==> src/udsd_pkg.sv <==
// shared types, codes and defaults for the udp socket demux table
`default_nettype none
package udsd_pkg;

  // default table depth and register reset values
  localparam int          SLOTS_DEF     = 16;
  localparam logic [15:0] EPH_FIRST_RST = 16'd49152;
  localparam logic [15:0] EPH_LIMIT_RST = 16'd65535;

  // command codes
  localparam logic [2:0] CMD_OPEN    = 3'd0;
  localparam logic [2:0] CMD_RELEASE = 3'd1;
  localparam logic [2:0] CMD_BIND    = 3'd2;
  localparam logic [2:0] CMD_CONNECT = 3'd3;
  localparam logic [2:0] CMD_DELIVER = 3'd4;

  // status codes
  localparam logic [1:0] STAT_OK      = 2'd0;
  localparam logic [1:0] STAT_IN_USE  = 2'd1;
  localparam logic [1:0] STAT_INVALID = 2'd2;

  // delivery match kinds
  localparam logic [1:0] KIND_NONE  = 2'd0;
  localparam logic [1:0] KIND_FULL  = 2'd1;
  localparam logic [1:0] KIND_LOCAL = 2'd2;

  // configuration register indexes
  localparam logic REG_EPH_FIRST = 1'b0;
  localparam logic REG_EPH_LIMIT = 1'b1;

  typedef enum logic [2:0] {
    ST_IDLE,
    ST_EXEC,
    ST_SCAN,
    ST_EVAL,
    ST_MOD,
    ST_DONE
  } state_t;

  // controller to datapath
  typedef struct packed {
    logic load;
    logic exec;
    logic scan_start;
    logic scan_run;
    logic eval;
    logic mod_step;
    logic out_load;
  } ctrl_cmd_t;

  // datapath to controller
  typedef struct packed {
    logic need_scan;
    logic scan_done;
    logic mod_need;
    logic retry_now;
    logic retry_pend;
    logic mod_done;
  } dp_sts_t;

endpackage
`default_nettype wire

==> src/udsd_ctrl.sv <==
// controller state machine for the udp socket demux table
`default_nettype none
module udsd_ctrl (
  input  wire                  clk,
  input  wire                  rst_n,
  input  wire                  in_tvalid,
  output logic                 in_tready,
  output logic                 out_tvalid,
  input  wire                  out_tready,
  input  udsd_pkg::dp_sts_t    sts,
  output udsd_pkg::ctrl_cmd_t  cmd
);

  udsd_pkg::state_t state_r, state_nxt;
  logic             out_valid_r, out_valid_nxt;
  logic             out_free;

  assign out_free   = !out_valid_r || out_tready;
  assign in_tready  = (state_r == udsd_pkg::ST_IDLE);
  assign out_tvalid = out_valid_r;

  // next state
  always_comb begin
    state_nxt = state_r;
    case (state_r)
      udsd_pkg::ST_IDLE: begin
        if (in_tvalid) state_nxt = udsd_pkg::ST_EXEC;
      end
      udsd_pkg::ST_EXEC: begin
        state_nxt = sts.need_scan ? udsd_pkg::ST_SCAN : udsd_pkg::ST_DONE;
      end
      udsd_pkg::ST_SCAN: begin
        if (sts.scan_done) state_nxt = udsd_pkg::ST_EVAL;
      end
      udsd_pkg::ST_EVAL: begin
        if (sts.mod_need)       state_nxt = udsd_pkg::ST_MOD;
        else if (sts.retry_now) state_nxt = udsd_pkg::ST_SCAN;
        else                    state_nxt = udsd_pkg::ST_DONE;
      end
      udsd_pkg::ST_MOD: begin
        if (sts.mod_done)
          state_nxt = sts.retry_pend ? udsd_pkg::ST_SCAN : udsd_pkg::ST_DONE;
      end
      udsd_pkg::ST_DONE: begin
        if (out_free) state_nxt = udsd_pkg::ST_IDLE;
      end
      default: state_nxt = udsd_pkg::ST_IDLE;
    endcase
  end

  // command outputs
  always_comb begin
    cmd            = '0;
    cmd.load       = (state_r == udsd_pkg::ST_IDLE) && in_tvalid;
    cmd.exec       = (state_r == udsd_pkg::ST_EXEC);
    cmd.scan_run   = (state_r == udsd_pkg::ST_SCAN);
    cmd.eval       = (state_r == udsd_pkg::ST_EVAL);
    cmd.mod_step   = (state_r == udsd_pkg::ST_MOD);
    cmd.out_load   = (state_r == udsd_pkg::ST_DONE) && out_free;
    cmd.scan_start = ((state_r == udsd_pkg::ST_EXEC) && sts.need_scan)
                  || ((state_r == udsd_pkg::ST_EVAL) && !sts.mod_need && sts.retry_now)
                  || ((state_r == udsd_pkg::ST_MOD) && sts.mod_done && sts.retry_pend);
  end

  // output valid flag
  always_comb begin
    out_valid_nxt = out_valid_r;
    if (out_valid_r && out_tready) out_valid_nxt = 1'b0;
    if (cmd.out_load)              out_valid_nxt = 1'b1;
  end

  always_ff @(posedge clk) begin
    if (!rst_n) begin
      state_r     <= udsd_pkg::ST_IDLE;
      out_valid_r <= 1'b0;
    end else begin
      state_r     <= state_nxt;
      out_valid_r <= out_valid_nxt;
    end
  end

endmodule
`default_nettype wire

==> src/udsd_dp.sv <==
// datapath: slot tables, scan compare, ephemeral port search and result register
`default_nettype none
module udsd_dp #(
  parameter int SOCKET_SLOTS = udsd_pkg::SLOTS_DEF
) (
  input  wire                  clk,
  input  wire                  rst_n,
  input  wire   [103:0]        in_tdata,
  input  wire                  cfg_valid,
  input  wire                  cfg_index,
  input  wire   [15:0]         cfg_data,
  input  udsd_pkg::ctrl_cmd_t  cmd,
  output udsd_pkg::dp_sts_t    sts,
  output logic  [31:0]         out_tdata
);

  localparam int IDX_W = (SOCKET_SLOTS > 2) ? $clog2(SOCKET_SLOTS) : 1;
  localparam logic [IDX_W-1:0] LAST_IDX = IDX_W'(SOCKET_SLOTS - 1);

  // config registers and ephemeral offset
  logic [15:0] eph_first_r, eph_limit_r, offset_r;

  // latched item
  logic [2:0]  q_cmd_r;
  logic [3:0]  q_slot_r;
  logic [31:0] q_laddr_r, q_raddr_r;
  logic [15:0] q_lport_r, q_rport_r, q_port_r;

  // slot flags
  logic [SOCKET_SLOTS-1:0] open_r, bound_r, conn_r;

  // slot memories
  logic [31:0] laddr_mem [SOCKET_SLOTS];
  logic [15:0] lport_mem [SOCKET_SLOTS];
  logic [31:0] paddr_mem [SOCKET_SLOTS];
  logic [15:0] pport_mem [SOCKET_SLOTS];

  // scan pipeline
  logic             issue_r, cmp_vld_r, cmp_last_r;
  logic [IDX_W-1:0] rd_idx_r, cmp_idx_r;
  logic [31:0]      rd_laddr_r, rd_paddr_r;
  logic [15:0]      rd_lport_r, rd_pport_r;
  logic             rd_open_r, rd_bound_r, rd_conn_r;
  logic             any_local_r, any_full_r;
  logic [IDX_W-1:0] local_idx_r, full_idx_r;

  // ephemeral search
  logic [15:0] tries_r;
  logic        retry_r;
  logic        mod_busy_r;
  logic [16:0] mod_num_r;
  logic [15:0] mod_rem_r;
  logic [4:0]  mod_cnt_r;

  // result and output registers
  logic [1:0]  res_status_r, res_kind_r;
  logic        res_found_r;
  logic [3:0]  res_slot_r;
  logic [15:0] res_bport_r;
  logic [31:0] out_data_r;

  // decode of the latched item
  logic [IDX_W+3:0] slot_ext;
  logic [IDX_W-1:0] s_idx;
  logic             in_range, is_bind, is_eph, bind_ok, conn_ok;
  logic [15:0]      count;
  logic [16:0]      off_inc, tries_inc;
  logic             lm, fm, retry_now, mod_need;
  logic [16:0]      rem_sh;
  logic [16:0]      rem_sub;
  logic [IDX_W+3:0] full_ext, local_ext;
  logic [15:0]      off_wrap, mod_res, off_next;

  assign slot_ext  = {{IDX_W{1'b0}}, q_slot_r};
  assign s_idx     = slot_ext[IDX_W-1:0];
  assign in_range  = {28'd0, q_slot_r} < 32'(SOCKET_SLOTS);
  assign is_bind   = (q_cmd_r == udsd_pkg::CMD_BIND);
  assign is_eph    = is_bind && (q_lport_r == 16'd0);
  assign count     = eph_limit_r - eph_first_r;
  assign bind_ok   = in_range && open_r[s_idx] && !bound_r[s_idx];
  assign conn_ok   = in_range && open_r[s_idx] && (q_rport_r != 16'd0);
  assign off_inc   = {1'b0, offset_r} + 17'd1;
  assign tries_inc = {1'b0, tries_r} + 17'd1;
  assign retry_now = is_eph && any_local_r && (tries_inc < {1'b0, count});
  assign mod_need  = is_eph && (off_inc > {1'b0, count});

  // local match and full match of the entry in the compare stage
  assign lm = rd_open_r && rd_bound_r
           && ((rd_laddr_r == 32'd0) || (rd_laddr_r == q_laddr_r))
           && (rd_lport_r == q_port_r);
  assign fm = !rd_conn_r || ((rd_paddr_r == q_raddr_r) && (rd_pport_r == q_rport_r));

  // one restoring remainder step
  assign rem_sh  = {mod_rem_r, mod_num_r[16]};
  assign rem_sub = rem_sh - {1'b0, count};

  // offset that the next try uses, including the update made this cycle
  assign off_wrap = (off_inc == {1'b0, count}) ? 16'd0 : off_inc[15:0];
  assign mod_res  = (rem_sh >= {1'b0, count}) ? rem_sub[15:0] : rem_sh[15:0];
  assign off_next = cmd.eval ? off_wrap : (cmd.mod_step ? mod_res : offset_r);

  always_comb begin
    sts            = '0;
    sts.need_scan  = (q_cmd_r == udsd_pkg::CMD_DELIVER)
                  || (is_bind && bind_ok && !(is_eph && (count == 16'd0)));
    sts.scan_done  = cmp_vld_r && cmp_last_r;
    sts.mod_need   = mod_need;
    sts.retry_now  = retry_now;
    sts.retry_pend = retry_r;
    sts.mod_done   = mod_busy_r && (mod_cnt_r == 5'd0);
  end

  assign full_ext  = {4'd0, full_idx_r};
  assign local_ext = {4'd0, local_idx_r};

  // item latch
  always_ff @(posedge clk) begin
    if (cmd.load) begin
      q_cmd_r   <= in_tdata[2:0];
      q_slot_r  <= in_tdata[6:3];
      q_laddr_r <= in_tdata[38:7];
      q_lport_r <= in_tdata[54:39];
      q_raddr_r <= in_tdata[86:55];
      q_rport_r <= in_tdata[102:87];
    end
    if (cmd.scan_start)
      q_port_r <= is_eph ? (eph_first_r + off_next) : q_lport_r;
  end

  // configuration registers
  always_ff @(posedge clk) begin
    if (!rst_n) begin
      eph_first_r <= udsd_pkg::EPH_FIRST_RST;
      eph_limit_r <= udsd_pkg::EPH_LIMIT_RST;
    end else if (cfg_valid) begin
      case (cfg_index)
        udsd_pkg::REG_EPH_FIRST: eph_first_r <= cfg_data;
        udsd_pkg::REG_EPH_LIMIT: eph_limit_r <= cfg_data;
        default: ;
      endcase
    end
  end

  // slot flags
  always_ff @(posedge clk) begin
    if (!rst_n) begin
      open_r  <= '0;
      bound_r <= '0;
      conn_r  <= '0;
    end else begin
      if (cmd.exec && in_range) begin
        case (q_cmd_r)
          udsd_pkg::CMD_OPEN: begin
            open_r[s_idx]  <= 1'b1;
            bound_r[s_idx] <= 1'b0;
            conn_r[s_idx]  <= 1'b0;
          end
          udsd_pkg::CMD_RELEASE: begin
            open_r[s_idx]  <= 1'b0;
            bound_r[s_idx] <= 1'b0;
            conn_r[s_idx]  <= 1'b0;
          end
          udsd_pkg::CMD_CONNECT: begin
            if (conn_ok) conn_r[s_idx] <= 1'b1;
          end
          default: ;
        endcase
      end
      if (cmd.eval && is_bind && !any_local_r) bound_r[s_idx] <= 1'b1;
    end
  end

  // slot memories: one write port each, one scan read port
  always_ff @(posedge clk) begin
    if (cmd.eval && is_bind && !any_local_r) begin
      laddr_mem[s_idx] <= q_laddr_r;
      lport_mem[s_idx] <= q_port_r;
    end
    if (cmd.exec && (q_cmd_r == udsd_pkg::CMD_CONNECT) && conn_ok) begin
      paddr_mem[s_idx] <= q_raddr_r;
      pport_mem[s_idx] <= q_rport_r;
    end
    if (cmd.scan_run && issue_r) begin
      rd_laddr_r <= laddr_mem[rd_idx_r];
      rd_lport_r <= lport_mem[rd_idx_r];
      rd_paddr_r <= paddr_mem[rd_idx_r];
      rd_pport_r <= pport_mem[rd_idx_r];
      rd_open_r  <= open_r[rd_idx_r];
      rd_bound_r <= bound_r[rd_idx_r];
      rd_conn_r  <= conn_r[rd_idx_r];
      cmp_idx_r  <= rd_idx_r;
      cmp_last_r <= (rd_idx_r == LAST_IDX);
    end
  end

  // scan sequencing and first-match tracking
  always_ff @(posedge clk) begin
    if (!rst_n) begin
      issue_r     <= 1'b0;
      cmp_vld_r   <= 1'b0;
      rd_idx_r    <= '0;
      any_local_r <= 1'b0;
      any_full_r  <= 1'b0;
      local_idx_r <= '0;
      full_idx_r  <= '0;
    end else if (cmd.scan_start) begin
      issue_r     <= 1'b1;
      cmp_vld_r   <= 1'b0;
      rd_idx_r    <= '0;
      any_local_r <= 1'b0;
      any_full_r  <= 1'b0;
    end else if (cmd.scan_run) begin
      cmp_vld_r <= issue_r;
      if (issue_r) begin
        if (rd_idx_r == LAST_IDX) issue_r <= 1'b0;
        else                      rd_idx_r <= rd_idx_r + 1'b1;
      end
      if (cmp_vld_r && lm) begin
        if (!any_local_r) begin
          any_local_r <= 1'b1;
          local_idx_r <= cmp_idx_r;
        end
        if (fm && !any_full_r) begin
          any_full_r <= 1'b1;
          full_idx_r <= cmp_idx_r;
        end
      end
    end
  end

  // ephemeral offset, try count and remainder unit
  always_ff @(posedge clk) begin
    if (!rst_n) begin
      offset_r   <= '0;
      tries_r    <= '0;
      retry_r    <= 1'b0;
      mod_busy_r <= 1'b0;
      mod_cnt_r  <= '0;
    end else begin
      if (cmd.exec) tries_r <= '0;
      if (cmd.eval && is_eph) begin
        tries_r <= tries_inc[15:0];
        retry_r <= retry_now;
        if (mod_need) begin
          mod_busy_r <= 1'b1;
          mod_num_r  <= off_inc;
          mod_rem_r  <= '0;
          mod_cnt_r  <= 5'd16;
        end else begin
          offset_r <= off_wrap;
        end
      end
      if (cmd.mod_step && mod_busy_r) begin
        mod_num_r <= {mod_num_r[15:0], 1'b0};
        mod_rem_r <= mod_res;
        if (mod_cnt_r == 5'd0) begin
          mod_busy_r <= 1'b0;
          offset_r   <= mod_res;
        end else begin
          mod_cnt_r <= mod_cnt_r - 5'd1;
        end
      end
    end
  end

  // result fields
  always_ff @(posedge clk) begin
    if (cmd.load) begin
      res_status_r <= udsd_pkg::STAT_OK;
      res_found_r  <= 1'b0;
      res_slot_r   <= '0;
      res_kind_r   <= udsd_pkg::KIND_NONE;
      res_bport_r  <= '0;
    end
    if (cmd.exec) begin
      case (q_cmd_r)
        udsd_pkg::CMD_OPEN,
        udsd_pkg::CMD_RELEASE: begin
          if (!in_range) res_status_r <= udsd_pkg::STAT_INVALID;
        end
        udsd_pkg::CMD_BIND: begin
          if (!bind_ok)                          res_status_r <= udsd_pkg::STAT_INVALID;
          else if (is_eph && (count == 16'd0))   res_status_r <= udsd_pkg::STAT_IN_USE;
        end
        udsd_pkg::CMD_CONNECT: begin
          if (!conn_ok) res_status_r <= udsd_pkg::STAT_INVALID;
        end
        udsd_pkg::CMD_DELIVER: ;
        default: res_status_r <= udsd_pkg::STAT_INVALID;
      endcase
    end
    if (cmd.eval) begin
      if (is_bind) begin
        if (!any_local_r) begin
          res_status_r <= udsd_pkg::STAT_OK;
          res_bport_r  <= q_port_r;
        end else begin
          res_status_r <= udsd_pkg::STAT_IN_USE;
        end
      end else if (any_full_r) begin
        res_found_r <= 1'b1;
        res_slot_r  <= full_ext[3:0];
        res_kind_r  <= udsd_pkg::KIND_FULL;
      end else if (any_local_r) begin
        res_found_r <= 1'b1;
        res_slot_r  <= local_ext[3:0];
        res_kind_r  <= udsd_pkg::KIND_LOCAL;
      end
    end
    if (cmd.out_load)
      out_data_r <= {7'd0, res_bport_r, res_kind_r, res_slot_r, res_found_r, res_status_r};
  end

  assign out_tdata = out_data_r;

endmodule
`default_nettype wire

==> src/udp_socket_demux_table.sv <==
// udp socket demux table top level: one item in, one result item out per command
// open, release, connect and bad commands go from EXEC straight to DONE without a scan
// deliver and an accepted bind scan the table, one slot at a time through the one-read scan port
// an ephemeral bind repeats that scan per tried port, plus a restoring remainder of the offset when it passes the range
// one item at a time; rst_n is synchronous active low, clears flags, offset and state, and loads the config defaults
`default_nettype none
module udp_socket_demux_table #(
  parameter int SOCKET_SLOTS = udsd_pkg::SLOTS_DEF
) (
  input  wire          clk,
  input  wire          rst_n,
  input  wire          in_tvalid,
  output logic         in_tready,
  // cmd, slot, local_addr, local_port, remote_addr, remote_port, zero pad
  input  wire  [103:0] in_tdata,
  output logic         out_tvalid,
  input  wire          out_tready,
  // status, found, match_slot, match_kind, bound_port, zero pad
  output logic [31:0]  out_tdata,
  input  wire          cfg_valid,
  output logic         cfg_ready,
  input  wire          cfg_index,
  input  wire  [15:0]  cfg_data
);

  udsd_pkg::ctrl_cmd_t cmd;
  udsd_pkg::dp_sts_t   sts;
  logic                cfg_we;

  assign cfg_ready = 1'b1;
  assign cfg_we    = cfg_valid && cfg_ready;

  // sequencing
  udsd_ctrl u_ctrl (
    .clk        (clk),
    .rst_n      (rst_n),
    .in_tvalid  (in_tvalid),
    .in_tready  (in_tready),
    .out_tvalid (out_tvalid),
    .out_tready (out_tready),
    .sts        (sts),
    .cmd        (cmd)
  );

  // table and compare logic
  udsd_dp #(
    .SOCKET_SLOTS (SOCKET_SLOTS)
  ) u_dp (
    .clk       (clk),
    .rst_n     (rst_n),
    .in_tdata  (in_tdata),
    .cfg_valid (cfg_we),
    .cfg_index (cfg_index),
    .cfg_data  (cfg_data),
    .cmd       (cmd),
    .sts       (sts),
    .out_tdata (out_tdata)
  );

endmodule
`default_nettype wire
==> config.mk <==
export PLATFORM = sky130hd
export DESIGN_NAME = udp_socket_demux_table
export DESIGN_NICKNAME = d
export VERILOG_FILES = /design/src/udsd_pkg.sv /design/src/udsd_ctrl.sv /design/src/udsd_dp.sv /design/src/udp_socket_demux_table.sv
export SDC_FILE = /design/constraint.sdc
export NUM_CORES = 2
export LEC_CHECK = 0
export BUFFER_PORTS_ARGS = -buffer_cell sky130_fd_sc_hd__buf_4
export CAP_MARGIN = 10
export CORE_MARGIN = 2
export CORE_UTILIZATION = 50
export CTS_CLUSTER_SIZE = 8
export DETAILED_ROUTE_END_ITERATION = 10
export GPL_ROUTABILITY_DRIVEN = 0
export GPL_TIMING_DRIVEN = 0
export PLACE_DENSITY_LB_ADDON = 0.25
export SETUP_SLACK_MARGIN = 0.2
export SKIP_CTS_REPAIR_TIMING = 1
export SLEW_MARGIN = 20
export SYNTH_ARGS = -nofsm -noshare
export SYNTH_HDL_FRONTEND = slang
export SYNTH_SLANG_ARGS = --single-unit
==> constraint.sdc <==
create_clock -name clk -period 6.8 [get_ports clk]
set_input_delay 2.04 -clock clk [delete_from_list [all_inputs] [get_ports clk]]
set_output_delay 2.04 -clock clk [all_outputs]
set_load 0.005 [all_outputs]
==> impl_metrics.ini <==
[run_status]
status = complete, but fails checks
violations = negative setup slack

[synthesis]
syn_area_mm2 = 0.0789
syn_area_per_cell_um2 = 19.1
async_flop_share_pct = 0
yosys_warnings = 0
synth_top_area_cell = edfxtp_1
yosysUniqueCellTypes = 83
synth_top_flop_cell = edfxtp_1
synth-seq-area-share_pct = 73.4
ys_top_cells_by_area = edfxtp_1 69%, mux4_2 14%, dfxtp_1 4.2%
synth_top_area_share_pct = 69.2
ys_ff_latch = 1981
synth_edf_count = 1817
netlist_instances = 4118

[critical_path]
critPathKind = reg2reg
required_ps = 7430
critPathBufInv = 2
cp.depth = 31
r2r_cells = 31
cpMostUsedCell = a21oi_2
crit_path_start_kind = register
slowest_delay_ps = 560
crit_fanout = 8
cp-end-kind = register
cp.arrival_ps = 8120
crit_family = compound AO/OA/AOI/OAI gates
cp_slowest_cell = or4_4

[cts]
clockBufferDepth = 4
insertion_delay_ps = 900
path_clk_slew_ps = 50
clock-sinks = 1981
cts_tree = yes
htree_levels = 5
cts_buffers = 298
clockRootBuffer = clkbuf_16

[die]
pin_count = 161
die-area_mm2 = 0.161
die_width_um = 401
rows = 145
start_util_pct = 50.4
core_area_mm2 = 0.156
fp.dieH_um = 401

[layout]
drive_gt1_share_pct = 27.2
area_growth_syn_to_layout_pct = 19.4
fill_cells = 11000
antennaDiodeCount = 0
final_cell_mix = 1,817 x edfxtp_1, 505 x mux4_2, 305 x clkbuf_16
multiInputGateArea_mm2 = 0.0207
nNetsFinal = 4921
finalInstanceArea_mm2 = 0.0941
register_area_mm2 = 0.0579
layout.cells.most_common = edfxtp_1

[grt]
grt_overflow = 0
first_global_vias = 43400
grt_pass1_wl_mm = 297
grt_max_degree = 66
grt_util_all_layers_pct = 25.5
antenna_found_initial = 2

[timing]
slew_headroom_pct = 19.1
setup_slack_ps = -683
finalHoldViolations = 0
setup_viol = 6
finalCritPeriodShare_pct = 110
finalCriticalPeriod_ps = 7480
timing.fmax_ghz = 0.134
worstMarginPinSlew_ps = 1210
rsz0062_at_grt = yes
slew_viol_final = 0
finClkSkew_ps = 73.0

[detailed_routing]
ant_nets = 0
avgRoutedWirePerCell_um = 30.0
vias = 42800
wl_mm = 205
drc = 0
drt-vias-per-instance = 6.26
dr.pass1.iters = 8
drt_iter0_drc = 5410

[worst_hold_path]
hold_class = reg2reg
hold_depth = 0

[run]
maxCapViolCount = 0

[placement]
pre_cts_ws_ps = -1550
placed_cell_area_mm2 = 0.0856
io_buffers = 150
hpwl_mm = 131

[pwr]
leakage_nw = 30.3
p_per_area_mw_per_mm2 = 310
vdd_drop_max_mv = 0.300
p_total_mw = 29.1
-- state kept, by name (all words and copies together) (netlist names), 17 cells and up, named ones only --
signal           cells
u_dp.rd_laddr_r     32
u_dp.out_tdata      25
u_dp.q_laddr_r      32
u_dp.lport_mem     256
u_dp.mod_num_r      17
u_dp.q_raddr_r      32
u_dp.pport_mem     256
u_dp.laddr_mem     512
u_dp.rd_paddr_r     32
u_dp.paddr_mem     512
-- metrics by stage --
stage	std cells	hold slack (ps)	TNS, ps	util (%)
5_1_grt	6843	412	-4160	60.2
6_report	6843	405	-1920	60.2
2_1_floorplan	4124	408	-44.7	-
4_1_cts	6810	403	-11120	59.8
3_3_place_gp	6332	420	-1580700	52.9
3_5_place_dp	6438	420	-10520	54.7
-- synthesized netlist by cell type, types with 4 or more instances --
cell       count
buf_4          9
mux2i_1       37
nor3_1        25
mux4_2       505
ha_1          79
nand3_1       91
a21o_1        30
nor3b_1        6
a31o_2         6
dfxtp_1      164
nand4_1       29
nor2b_1       24
xor2_1        86
or3_1          4
o31a_1         4
a221oi_1       6
a21oi_1      147
nand2b_1      14
edfxtp_1    1817
a31oi_1       20
inv_1         50
nor2_1       203
nand2_1      203
o22ai_1       13
buf_1         28
a211oi_1      21
xnor2_1       77
and3_1        22
a2bb2oi_1      4
o211ai_1       9
o21ai_0       72
a21boi_0      10
o31ai_1        4
nor4_1        41
o21a_1        14
clkbuf_1     159
and2_1        15
-- final timing paths --
kind | startpoint | to | slack [ps]
worst max-delay path | u_dp.eph_first_r[9] | u_dp.q_port_r[15] | -680
worst min-delay path | u_dp.res_bport_r[2] | u_dp.out_tdata[11] | 400
worst max register to register | u_dp.eph_first_r[9] | u_dp.q_port_r[15] | -680
worst min register to register | u_dp.res_bport_r[2] | u_dp.out_tdata[11] | 400
-- worst register-to-register path, delay by kind of cell, from the launching register on --
kind | cells | cell delay [ps]
flops | 1 | 390
compound gates | 12 | 2530
simple gates | 10 | 1840
mux | 2 | 480
fa+ha+maj | 5 | 1690
buf+inv | 2 | 320
-- metal layers --
metal  part of all wire (%)  up-vias  track usage [%]
li1                       -    17800                -
met1                     40    22300             35.2
met2                     48     2206             40.7
met3                    8.5      486             5.09
met4                    3.9        2             9.55
met5                 0.0063        -                0
-- logic make-up (layout without fill, tap and decap cells) --
group / count (synthesis) / count (layout) / share of synthesized area [%]
fa+ha+maj: 85 / 85 / 1.37
simple gates: 699 / 699 / 4.15
mux: 544 / 544 / 14.9
compound gates: 393 / 393 / 3.14
other cells: 2 / 8 / 0.00952
flops: 1981 / 1981 / 73.4
buf+inv: 251 / 912 / 1.25
xor+xnor: 163 / 163 / 1.81
-- where the power goes --
group	internal [mW]	leakage [nW]	switching [mW]	total, mW
Combinational	0.570	8.71	1.04	1.61
Clock	7.95	3.86	4.87	12.8
Sequential	14.1	17.7	0.651	14.7
-- final cells by class --
type	instances	area share, %
Clock inverter	7	0.0864
Multi-Input combinational cell	1892	22.0
Inverter	51	0.211
Timing Repair Buffer	289	4.22
Clock buffer	365	8.35
Sequential cell	1981	61.5
Tap cell	2058	2.74
Buffer	200	0.910
No activity file was read; power rests on OpenSTA's default activity.
